**src/sv/assert_macros.svh**
```systemverilog
// Assertion macros shared by the point finder RTL.
// Expects signals clk and rst_n in the scope where a macro is used.
`ifndef ASSERT_MACROS_SVH
`define ASSERT_MACROS_SVH
`ifndef ASSERT_OFF
`define ECPF_ASSERT_IMP(label, ante, cons) \
    label: assert property (@(posedge clk) disable iff (!rst_n) (ante) |-> (cons)) \
        else $error("ecpf assertion failed");
`define ECPF_ASSERT_NXT(label, ante, cons) \
    label: assert property (@(posedge clk) disable iff (!rst_n) (ante) |=> (cons)) \
        else $error("ecpf assertion failed");
`else
`define ECPF_ASSERT_IMP(label, ante, cons)
`define ECPF_ASSERT_NXT(label, ante, cons)
`endif
`endif

```
**src/sv/ecpf_pkg.sv**
```systemverilog
// Shared types, step numbers and the microcode table of the point finder.
// No dependencies.
package ecpf_pkg;

    typedef logic [3:0] pc_t;

    typedef enum logic [3:0] {
        OP_IDLE    = 4'd0,
        OP_RANGE   = 4'd1,
        OP_MUL     = 4'd2,
        OP_REMUL   = 4'd3,
        OP_RHS     = 4'd4,
        OP_SCAN    = 4'd5,
        OP_NOP     = 4'd6,
        OP_FOUND   = 4'd7,
        OP_EMIT    = 4'd8,
        OP_ADVANCE = 4'd9
    } op_t;

    typedef enum logic [2:0] {
        C_NEXT   = 3'd0,
        C_ALWAYS = 3'd1,
        C_IN     = 3'd2,
        C_GE     = 3'd3,
        C_CNT    = 3'd4,
        C_SCAN   = 3'd5,
        C_MORE   = 3'd6,
        C_OUT    = 3'd7
    } cond_t;

    typedef struct packed {
        op_t   op;
        cond_t cond;
        pc_t   target;
    } ctl_word_t;

    typedef struct packed {
        logic in_valid;
        logic x_ge;
        logic cnt_nz;
        logic hit;
        logic last;
        logic more;
        logic out_free;
    } status_t;

    localparam pc_t STEP_IDLE    = 4'd0;
    localparam pc_t STEP_RANGE   = 4'd1;
    localparam pc_t STEP_MUL1    = 4'd2;
    localparam pc_t STEP_REMUL   = 4'd3;
    localparam pc_t STEP_MUL2    = 4'd4;
    localparam pc_t STEP_RHS     = 4'd5;
    localparam pc_t STEP_SCAN    = 4'd6;
    localparam pc_t STEP_MISS    = 4'd7;
    localparam pc_t STEP_FOUND   = 4'd8;
    localparam pc_t STEP_EMIT    = 4'd9;
    localparam pc_t STEP_ADVANCE = 4'd10;

    // microcode program
    function automatic ctl_word_t ucode_rom(input pc_t pc);
        ctl_word_t w;
        begin
            unique case (pc)
                STEP_IDLE:    w = '{op: OP_IDLE,    cond: C_IN,     target: STEP_RANGE};
                STEP_RANGE:   w = '{op: OP_RANGE,   cond: C_GE,     target: STEP_EMIT};
                STEP_MUL1:    w = '{op: OP_MUL,     cond: C_CNT,    target: STEP_MUL1};
                STEP_REMUL:   w = '{op: OP_REMUL,   cond: C_NEXT,   target: STEP_MUL2};
                STEP_MUL2:    w = '{op: OP_MUL,     cond: C_CNT,    target: STEP_MUL2};
                STEP_RHS:     w = '{op: OP_RHS,     cond: C_NEXT,   target: STEP_SCAN};
                STEP_SCAN:    w = '{op: OP_SCAN,    cond: C_SCAN,   target: STEP_FOUND};
                STEP_MISS:    w = '{op: OP_NOP,     cond: C_ALWAYS, target: STEP_EMIT};
                STEP_FOUND:   w = '{op: OP_FOUND,   cond: C_MORE,   target: STEP_ADVANCE};
                STEP_EMIT:    w = '{op: OP_EMIT,    cond: C_OUT,    target: STEP_IDLE};
                STEP_ADVANCE: w = '{op: OP_ADVANCE, cond: C_ALWAYS, target: STEP_SCAN};
                default:      w = '{op: OP_NOP,     cond: C_ALWAYS, target: STEP_IDLE};
            endcase
            return w;
        end
    endfunction

endpackage

```
**src/sv/ecpf_seq.sv**
```systemverilog
// Step counter and branch logic for the point finder microcode.
// Depends on ecpf_pkg (table, types) and assert_macros.svh.
`include "assert_macros.svh"
module ecpf_seq
(
    input  logic                clk,
    input  logic                rst_n,
    input  ecpf_pkg::status_t   status,
    output ecpf_pkg::ctl_word_t ctl
);

    ecpf_pkg::pc_t pc_reg;
    ecpf_pkg::pc_t pc_next;
    ecpf_pkg::pc_t pc_inc;

    assign ctl    = ecpf_pkg::ucode_rom(pc_reg);
    assign pc_inc = pc_reg + ecpf_pkg::pc_t'(1);

    always_comb
    begin
        unique case (ctl.cond)
            ecpf_pkg::C_NEXT:   pc_next = pc_inc;
            ecpf_pkg::C_ALWAYS: pc_next = ctl.target;
            ecpf_pkg::C_IN:     pc_next = status.in_valid ? ctl.target : pc_reg;
            ecpf_pkg::C_GE:     pc_next = status.x_ge ? ctl.target : pc_inc;
            ecpf_pkg::C_CNT:    pc_next = status.cnt_nz ? ctl.target : pc_inc;
            ecpf_pkg::C_SCAN:   pc_next = status.hit ? ctl.target :
                                          (status.last ? pc_inc : pc_reg);
            ecpf_pkg::C_MORE:   pc_next = status.more ? ctl.target : pc_inc;
            ecpf_pkg::C_OUT:    pc_next = status.out_free ? ctl.target : pc_reg;
            default:            pc_next = ecpf_pkg::STEP_IDLE;
        endcase
    end

    always_ff @(posedge clk or negedge rst_n)
    begin
        if (!rst_n)
        begin
            pc_reg <= ecpf_pkg::STEP_IDLE;
        end
        else
        begin
            pc_reg <= pc_next;
        end
    end

    // an accepted beat always starts the range check next
    `ECPF_ASSERT_NXT(a_accept_starts, status.in_valid && ctl.op == ecpf_pkg::OP_IDLE, pc_reg == ecpf_pkg::STEP_RANGE)

endmodule

```
**src/sv/ecpf_datapath.sv**
```systemverilog
// Datapath of the point finder: modular multiply steps, rhs, incremental
// square scan and the output register. Depends on ecpf_pkg and assert_macros.svh.
`include "assert_macros.svh"
module ecpf_datapath
#(
    parameter int N = 10
)
(
    input  logic                clk,
    input  logic                rst_n,
    input  ecpf_pkg::ctl_word_t ctl,
    output ecpf_pkg::status_t   status,
    input  logic [N-1:0]        modulus,
    input  logic                curve_constant,
    input  logic                in_valid,
    input  logic [N-1:0]        in_x,
    input  logic                out_ready,
    output logic                out_valid,
    output logic [N-1:0]        out_x,
    output logic [1:0]          out_count,
    output logic [N-1:0]        out_r1,
    output logic [N-1:0]        out_r2
);

    localparam int CNT_W = (N > 1) ? $clog2(N) : 1;

    logic [N-1:0]     x_reg;
    logic [N-1:0]     acc_reg;
    logic [N-1:0]     a_reg;
    logic [CNT_W-1:0] cnt_reg;
    logic [N-1:0]     rhs_reg;
    logic [N-1:0]     y_reg;
    logic [N-1:0]     sq_reg;
    logic [N-1:0]     d_reg;
    logic             phase_reg;
    logic [1:0]       count_reg;
    logic [N-1:0]     r1_reg;
    logic [N-1:0]     r2_reg;
    logic             out_valid_reg;
    logic [N-1:0]     out_x_reg;
    logic [1:0]       out_count_reg;
    logic [N-1:0]     out_r1_reg;
    logic [N-1:0]     out_r2_reg;

    logic [N:0] m_ext;
    logic [N:0] dbl, dbl_red, add, add_red;
    logic [N:0] diff, sumb, rhs_val;
    logic [N:0] y_inc, sq_sum, sq_red, d_sum, d_red;
    logic       out_free;
    logic       emit_fire;
    logic       hit;

    assign m_ext = {1'b0, modulus};

    // one double-and-add step of a modular multiply, MSB first
    always_comb
    begin
        dbl     = {acc_reg, 1'b0};
        dbl_red = (dbl >= m_ext) ? dbl - m_ext : dbl;
        add     = dbl_red + (x_reg[cnt_reg] ? {1'b0, a_reg} : '0);
        add_red = (add >= m_ext) ? add - m_ext : add;
    end

    // rhs = cube - x + b mod m
    always_comb
    begin
        diff    = (acc_reg >= x_reg) ? {1'b0, acc_reg} - {1'b0, x_reg}
                                     : {1'b0, acc_reg} + m_ext - {1'b0, x_reg};
        sumb    = diff + (N+1)'(curve_constant);
        rhs_val = (sumb >= m_ext) ? sumb - m_ext : sumb;
    end

    // (y+1)^2 = y^2 + d, d = 2y+1 mod m
    always_comb
    begin
        y_inc  = {1'b0, y_reg} + (N+1)'(1);
        sq_sum = {1'b0, sq_reg} + {1'b0, d_reg};
        sq_red = (sq_sum >= m_ext) ? sq_sum - m_ext : sq_sum;
        d_sum  = {1'b0, d_reg} + (N+1)'(2);
        d_red  = (d_sum >= m_ext) ? d_sum - m_ext : d_sum;
    end

    assign hit       = (sq_reg == rhs_reg);
    assign out_free  = !out_valid_reg || out_ready;
    assign emit_fire = (ctl.op == ecpf_pkg::OP_EMIT) && out_free;

    assign status.in_valid = in_valid;
    assign status.x_ge     = ({1'b0, x_reg} >= m_ext);
    assign status.cnt_nz   = (cnt_reg != '0);
    assign status.hit      = hit;
    assign status.last     = (y_inc == m_ext);
    assign status.more     = !phase_reg && (y_reg != '0) && (y_inc < m_ext);
    assign status.out_free = out_free;

    always_ff @(posedge clk)
    begin
        unique case (ctl.op)
            ecpf_pkg::OP_IDLE:
            begin
                if (in_valid)
                begin
                    x_reg <= in_x;
                end
            end
            ecpf_pkg::OP_RANGE:
            begin
                acc_reg   <= '0;
                a_reg     <= x_reg;
                cnt_reg   <= CNT_W'(N - 1);
                count_reg <= 2'd0;
                r1_reg    <= '0;
                r2_reg    <= '0;
            end
            ecpf_pkg::OP_MUL:
            begin
                acc_reg <= add_red[N-1:0];
                cnt_reg <= cnt_reg - CNT_W'(1);
            end
            ecpf_pkg::OP_REMUL:
            begin
                a_reg   <= acc_reg;
                acc_reg <= '0;
                cnt_reg <= CNT_W'(N - 1);
            end
            ecpf_pkg::OP_RHS:
            begin
                rhs_reg   <= rhs_val[N-1:0];
                y_reg     <= '0;
                sq_reg    <= '0;
                d_reg     <= (modulus == N'(1)) ? '0 : N'(1);
                phase_reg <= 1'b0;
            end
            ecpf_pkg::OP_SCAN:
            begin
                if (!hit)
                begin
                    y_reg  <= y_inc[N-1:0];
                    sq_reg <= sq_red[N-1:0];
                    d_reg  <= d_red[N-1:0];
                end
            end
            ecpf_pkg::OP_FOUND:
            begin
                if (!phase_reg)
                begin
                    r1_reg    <= y_reg;
                    count_reg <= 2'd1;
                end
                else
                begin
                    r2_reg    <= y_reg;
                    count_reg <= 2'd2;
                end
            end
            ecpf_pkg::OP_ADVANCE:
            begin
                y_reg     <= y_inc[N-1:0];
                sq_reg    <= sq_red[N-1:0];
                d_reg     <= d_red[N-1:0];
                phase_reg <= 1'b1;
            end
            ecpf_pkg::OP_EMIT:
            begin
                if (out_free)
                begin
                    out_x_reg     <= x_reg;
                    out_count_reg <= count_reg;
                    out_r1_reg    <= r1_reg;
                    out_r2_reg    <= r2_reg;
                end
            end
            default:
            begin
            end
        endcase
    end

    always_ff @(posedge clk or negedge rst_n)
    begin
        if (!rst_n)
        begin
            out_valid_reg <= 1'b0;
        end
        else if (emit_fire)
        begin
            out_valid_reg <= 1'b1;
        end
        else if (out_ready)
        begin
            out_valid_reg <= 1'b0;
        end
    end

    assign out_valid = out_valid_reg;
    assign out_x     = out_x_reg;
    assign out_count = out_count_reg;
    assign out_r1    = out_r1_reg;
    assign out_r2    = out_r2_reg;

    `ECPF_ASSERT_IMP(a_scan_y_in_ring, ctl.op == ecpf_pkg::OP_SCAN, {1'b0, y_reg} < m_ext)
    `ECPF_ASSERT_IMP(a_scan_sq_in_ring, ctl.op == ecpf_pkg::OP_SCAN, {1'b0, sq_reg} < m_ext)

endmodule

```
**src/sv/elliptic_curve_point_finder_unit.sv**
```systemverilog
// Top level of the elliptic curve point finder: config registers, sequencer,
// datapath and beat packing. Depends on ecpf_pkg, ecpf_seq, ecpf_datapath.
//
// Usage: s_* carries one x coordinate per beat; m_* returns one result beat
// per input: x echo, root count (0..2), smallest root, next larger root.
// Config writes go over cfg_valid/cfg_index/cfg_data (0 = modulus,
// 1 = curve constant b); cfg_ready is always high, write only while idle.
// After the accept, the range check, a first multiply, a reload step, a
// second multiply and the rhs step build the modular cube and rhs, then the
// incremental-square scan walks one candidate y per cycle; both searches
// together walk at most modulus candidates. Recording a root, stepping past
// the first root or a miss take one step each, and the emit step loads the
// output register; an x at or above modulus jumps there from the range check.
// One item is in work at a time; s_tready is high only while the
// sequencer waits at its idle step.
// Results sit in an output register: the next item is accepted and
// computed while it waits, and only the load of the following result
// stalls while m_tready stays low.
// Reset clears the sequencer and the output valid; modulus returns to 7,
// b to 0.
`include "assert_macros.svh"
module elliptic_curve_point_finder_unit
#(
    parameter int MODULUS_BITS = 10
)
(
    input  logic                clk,
    input  logic                rst_n,
    input  logic                s_tvalid,
    output logic                s_tready,
    // [MODULUS_BITS-1:0] x_coord
    input  logic [((MODULUS_BITS + 7) / 8) * 8 - 1:0] s_tdata,
    output logic                m_tvalid,
    input  logic                m_tready,
    // x_echo, root_count (2 bits), first_root, second_root, zero pad
    output logic [((3 * MODULUS_BITS + 9) / 8) * 8 - 1:0] m_tdata,
    input  logic                cfg_valid,
    output logic                cfg_ready,
    input  logic                cfg_index,
    input  logic [MODULUS_BITS-1:0] cfg_data
);

    localparam int N     = MODULUS_BITS;
    localparam int OUT_W = ((3 * MODULUS_BITS + 9) / 8) * 8;
    localparam logic [N-1:0] MOD_RESET = N'(7);

    localparam logic CFG_MODULUS = 1'b0;
    localparam logic CFG_CURVE   = 1'b1;

    logic [N-1:0] modulus_reg;
    logic         curve_reg;

    ecpf_pkg::ctl_word_t ctl;
    ecpf_pkg::status_t   status;

    logic [N-1:0] out_x, out_r1, out_r2;
    logic [1:0]   out_count;

    assign cfg_ready = 1'b1;

    always_ff @(posedge clk or negedge rst_n)
    begin
        if (!rst_n)
        begin
            modulus_reg <= MOD_RESET;
            curve_reg   <= 1'b0;
        end
        else if (cfg_valid)
        begin
            unique case (cfg_index)
                CFG_MODULUS: modulus_reg <= cfg_data;
                CFG_CURVE:   curve_reg   <= cfg_data[0];
                default:
                begin
                end
            endcase
        end
    end

    assign s_tready = (ctl.op == ecpf_pkg::OP_IDLE);

    ecpf_seq u_seq
    (
        .clk    (clk),
        .rst_n  (rst_n),
        .status (status),
        .ctl    (ctl)
    );

    ecpf_datapath #(.N(N)) u_dp
    (
        .clk            (clk),
        .rst_n          (rst_n),
        .ctl            (ctl),
        .status         (status),
        .modulus        (modulus_reg),
        .curve_constant (curve_reg),
        .in_valid       (s_tvalid),
        .in_x           (s_tdata[N-1:0]),
        .out_ready      (m_tready),
        .out_valid      (m_tvalid),
        .out_x          (out_x),
        .out_count      (out_count),
        .out_r1         (out_r1),
        .out_r2         (out_r2)
    );

    assign m_tdata = OUT_W'({out_r2, out_r1, out_count, out_x});

    `ECPF_ASSERT_IMP(a_count_range, m_tvalid, out_count != 2'd3)
    `ECPF_ASSERT_IMP(a_roots_ordered, m_tvalid && out_count == 2'd2, out_r2 > out_r1)

endmodule

```
**config.mk**
```make
export PLATFORM = sky130hd
export DESIGN_NAME = elliptic_curve_point_finder_unit
export DESIGN_NICKNAME = d
export VERILOG_FILES = /design/src/sv/ecpf_pkg.sv /design/src/sv/ecpf_seq.sv /design/src/sv/ecpf_datapath.sv /design/src/sv/elliptic_curve_point_finder_unit.sv
export VERILOG_INCLUDE_DIRS = /design/src /design/src/sv
export SDC_FILE = /design/constraint.sdc
export NUM_CORES = 1
export LEC_CHECK = 0
export BUFFER_PORTS_ARGS = -buffer_cell sky130_fd_sc_hd__buf_2
export CAP_MARGIN = 20
export CORE_MARGIN = 4
export CORE_UTILIZATION = 25
export CTS_CLUSTER_DIAMETER = 100
export DETAILED_ROUTE_END_ITERATION = 8
export PLACE_DENSITY_LB_ADDON = 0.05
export SLEW_MARGIN = 15
export SYNTH_ARGS = -nofsm -noshare
export SYNTH_HDL_FRONTEND = slang
export SYNTH_HIERARCHICAL = 1
export SYNTH_SLANG_ARGS = --single-unit
```
**constraint.sdc**
```tcl
create_clock -name clk -period 8.5 [get_ports clk]
set_input_delay 0.425 -clock clk [delete_from_list [all_inputs] [get_ports clk]]
set_output_delay 0.425 -clock clk [all_outputs]
set_load 0.05 [all_outputs]
```
==> key figures <==
Outcome
  • Run status: complete, no violations

Placement
  • Routability congestion estimate: 0.774
  • Dpl hpwl: approximately 28 mm
  • # port buffers: ~60

STA
  • Worst Skew: 0.0192 ns
  • Max Transition Viols Final: 0
  • Post-route setup TNS: 0 ns
  • Setup-violating endpoint count in the final report: 0
  • RSZ-0062 raised after global routing: no
  • Final-report hold violation count: 0
  • Final worst path period share: 81.8%
  • Fmax: roughly 140 MHz
  • Max transition margin: approximately 33%
  • Slew of the pin with the lowest slew margin: 1.00 ns
  • Final critical path time including I/O delays and setup: 6.95 ns

Clocking
  • Skew-Pair Late Insertion Delay: between 0.4 and 0.5 ns
  • H-tree lvl count: 4
  • TritonCTS clock tree: yes
  • Maximum root-to-sink buffer count: 2
  • CTS resizes: 0
  • Clock Pin Slew Worst Setup and Hold Paths: about 0.070 ns
  • Number of sinks driven by the clock tree: about 150
  • CTS Buf Count: 17
  • Cell at the root of the clock tree: clkbuf_16

Critical path
  • Required time of the critical path: around 8.8 ns
  • Source of the worst register-to-register timing path: modulus_reg[2]
  • R2R cell count: 24
  • Endpoint of the worst-slack reg-to-reg timing path: u_dp/acc_reg[2]
  • Kind of end point of the critical path: flip-flop
  • Startpoint types: flip-flop
  • Largest fanout of any net on the critical path: 18
  • Worst setup path class: reg2reg
  • Data arrival, critical path: between 7 and 8 ns
  • Slack of the worst reg-to-reg path: 1.55 ns

Detailed routing
  • Routed wirelength normalized by instance count: around 19 um
  • Vias after detailed routing: around 9,200
  • Post-detailed-route count of antenna-violating nets: 0
  • Via count normalized by instance count: about 4.8
  • Detailed-routing iteration count for the pre-antenna-repair pass: 5
  • Initial DRC Count: approximately 500
  • Final WL: around 37 mm
  • # DRC: 0

Die
  • Num ports: between 60 and 70
  • Die area: roughly 52,000 um^2
  • Die height: 228 um
  • Starting Density: between 20% and 30%
  • Floorplan Core Area: approximately 48,000 um^2
  • Number of cell rows: 80
  • X dimension of the die: 228 um

Run
  • Reported max-cap violation count: 0

Hold path
  • Hold Path Origin: s_tdata[1]
  • Hold path cells: 1
  • Type of the tightest min-delay check: in2reg
  • Worst Hold Path EP: u_dp/x_reg[1]

Global routing
  • Maximum number of pins on one net before global-route repair: 33
  • Antenna violations before repair: 2
  • Global-route wire length before repair: 56.3 mm
  • Vias in the first global route: 9,229
  • Total gr overflow: 0
  • Global routing usage summed across all routing layers: between 10 and 15%

Finish
  • ANT cells: 0
  • Layout net count: between 1,000 and 1,500
  • Fill cell total of the finished layout: a little over 5,000
  • Fraction of layout cells with a size suffix above 1: 14.3%
  • Syn-to-layout area delta: 13.2%

Synth
  • Nets in the synthesized netlist: ~1,400
  • Number of warnings reported in the yosys synthesis log: 6
  • Syn_area_per_cell: 9.90 um^2
  • Post-synthesis instance total: between 1,000 and 1,500
  • Area of the mapped netlist: roughly 12,000 um^2
==> per-stage QoR <==
| stage | worst slack, ns | hold WS (ns) | instance area [um^2] | instances | util [%] |
|---|---|---|---|---|---|
| 6_report | 1.55 | 0.145 | 13700 | 1922 | 28.7 |
| 5_1_grt | 1.02 | 0.117 | 13700 | 1922 | 28.7 |
| 4_1_cts | 1.62 | 0.118 | 13700 | 1922 | 28.7 |
| 3_5_place_dp | 1.68 | 0.405 | 13100 | 1889 | 27.5 |
| 3_3_place_gp | 1.68 | 0.404 | 13100 | 1888 | 27.5 |
| 2_1_floorplan | 2.48 | 0.129 | 12100 | 1224 | - |
==> repair_timing <==
| action | CTS | global route |
|---|---|---|
| buffers inserted | 0 | 0 |
| hold buffers | 1 | 0 |
| endpoints found under the hold margin | 13 | 0 |
==> layout make-up <==
cell class	instances	area (um^2)	share of cell area, %
Timing Repair Buffer	84	485	3.54
Multi-Input combinational cell	947	7250	52.9
Clock inverter	13	119	0.867
Tap cell	615	769	5.61
Sequential cell	145	4280	31.2
Clock buffer	19	433	3.16
Inverter	99	374	2.73
==> layout by cell type, fill, tap and decap left out, drive strengths merged, types with 20 or more instances in the layout <==
cell and instances:
a21oi 76, a21o 27, xnor2 68, buf 83
nand2b 20, o21ai 67, nand2 80, edfxtp 129
xor2 29, nand3 32, nor2 85, inv 107
nor2b 32, and2 24, mux2 23, mux2i 23
ha 122, nor3 32
==> worst max-delay path, cell delays in order, from the launching register on <==
cell and delay, ns:
dfstp_2 0.54, inv_1 0.25, ha_1 0.44, o21ai_0 0.15, a21boi_0 0.23, o31ai_1 0.50
nand2_1 0.13, nor2_1 0.51, mux2i_1 0.32, ha_1 0.27, a21o_1 0.16, a21oi_1 0.26
o21ai_0 0.22, or4_1 0.48, a41o_1 0.24, a21oi_1 0.17, xnor2_1 0.13, ha_1 0.35
nand4_1 0.13, o31ai_1 0.50, nor3b_1 0.10, mux2i_1 0.15, buf_4 0.24, nor2_1 0.06
a211oi_1 0.21
==> per-layer routing <==
metal / wire [um] / vias up / GRT usage, %
li1: - / 4597 / -
met1: 17900 / 4422 / 19.3
met2: 16700 / 161 / 22.6
met3: 1690 / 21 / 3.31
met4: 461 / 2 / 3.16
met5: 15 / - / 0
==> worst max path at each step <==
| stage | startpoint | cells past startpoint | slack, ns | endpoint |
|---|---|---|---|---|
| 2_1_floorplan | modulus_reg[1] | 25 | 2.48 | u_dp/acc_reg[3] |
| 3_3_place_gp | modulus_reg[2] | 24 | 1.68 | u_dp/acc_reg[2] |
| 3_5_place_dp | modulus_reg[2] | 24 | 1.68 | u_dp/acc_reg[2] |
| 4_1_cts | modulus_reg[2] | 24 | 1.62 | u_dp/acc_reg[2] |
| 5_1_grt | modulus_reg[2] | 24 | 1.02 | u_dp/acc_reg[2] |
| 6_report | modulus_reg[2] | 24 | 1.55 | u_dp/acc_reg[2] |
Power is left out: the tool's default activity adds up to more than one toggle a clock period on the data nets, which glitch-free logic cannot reach.
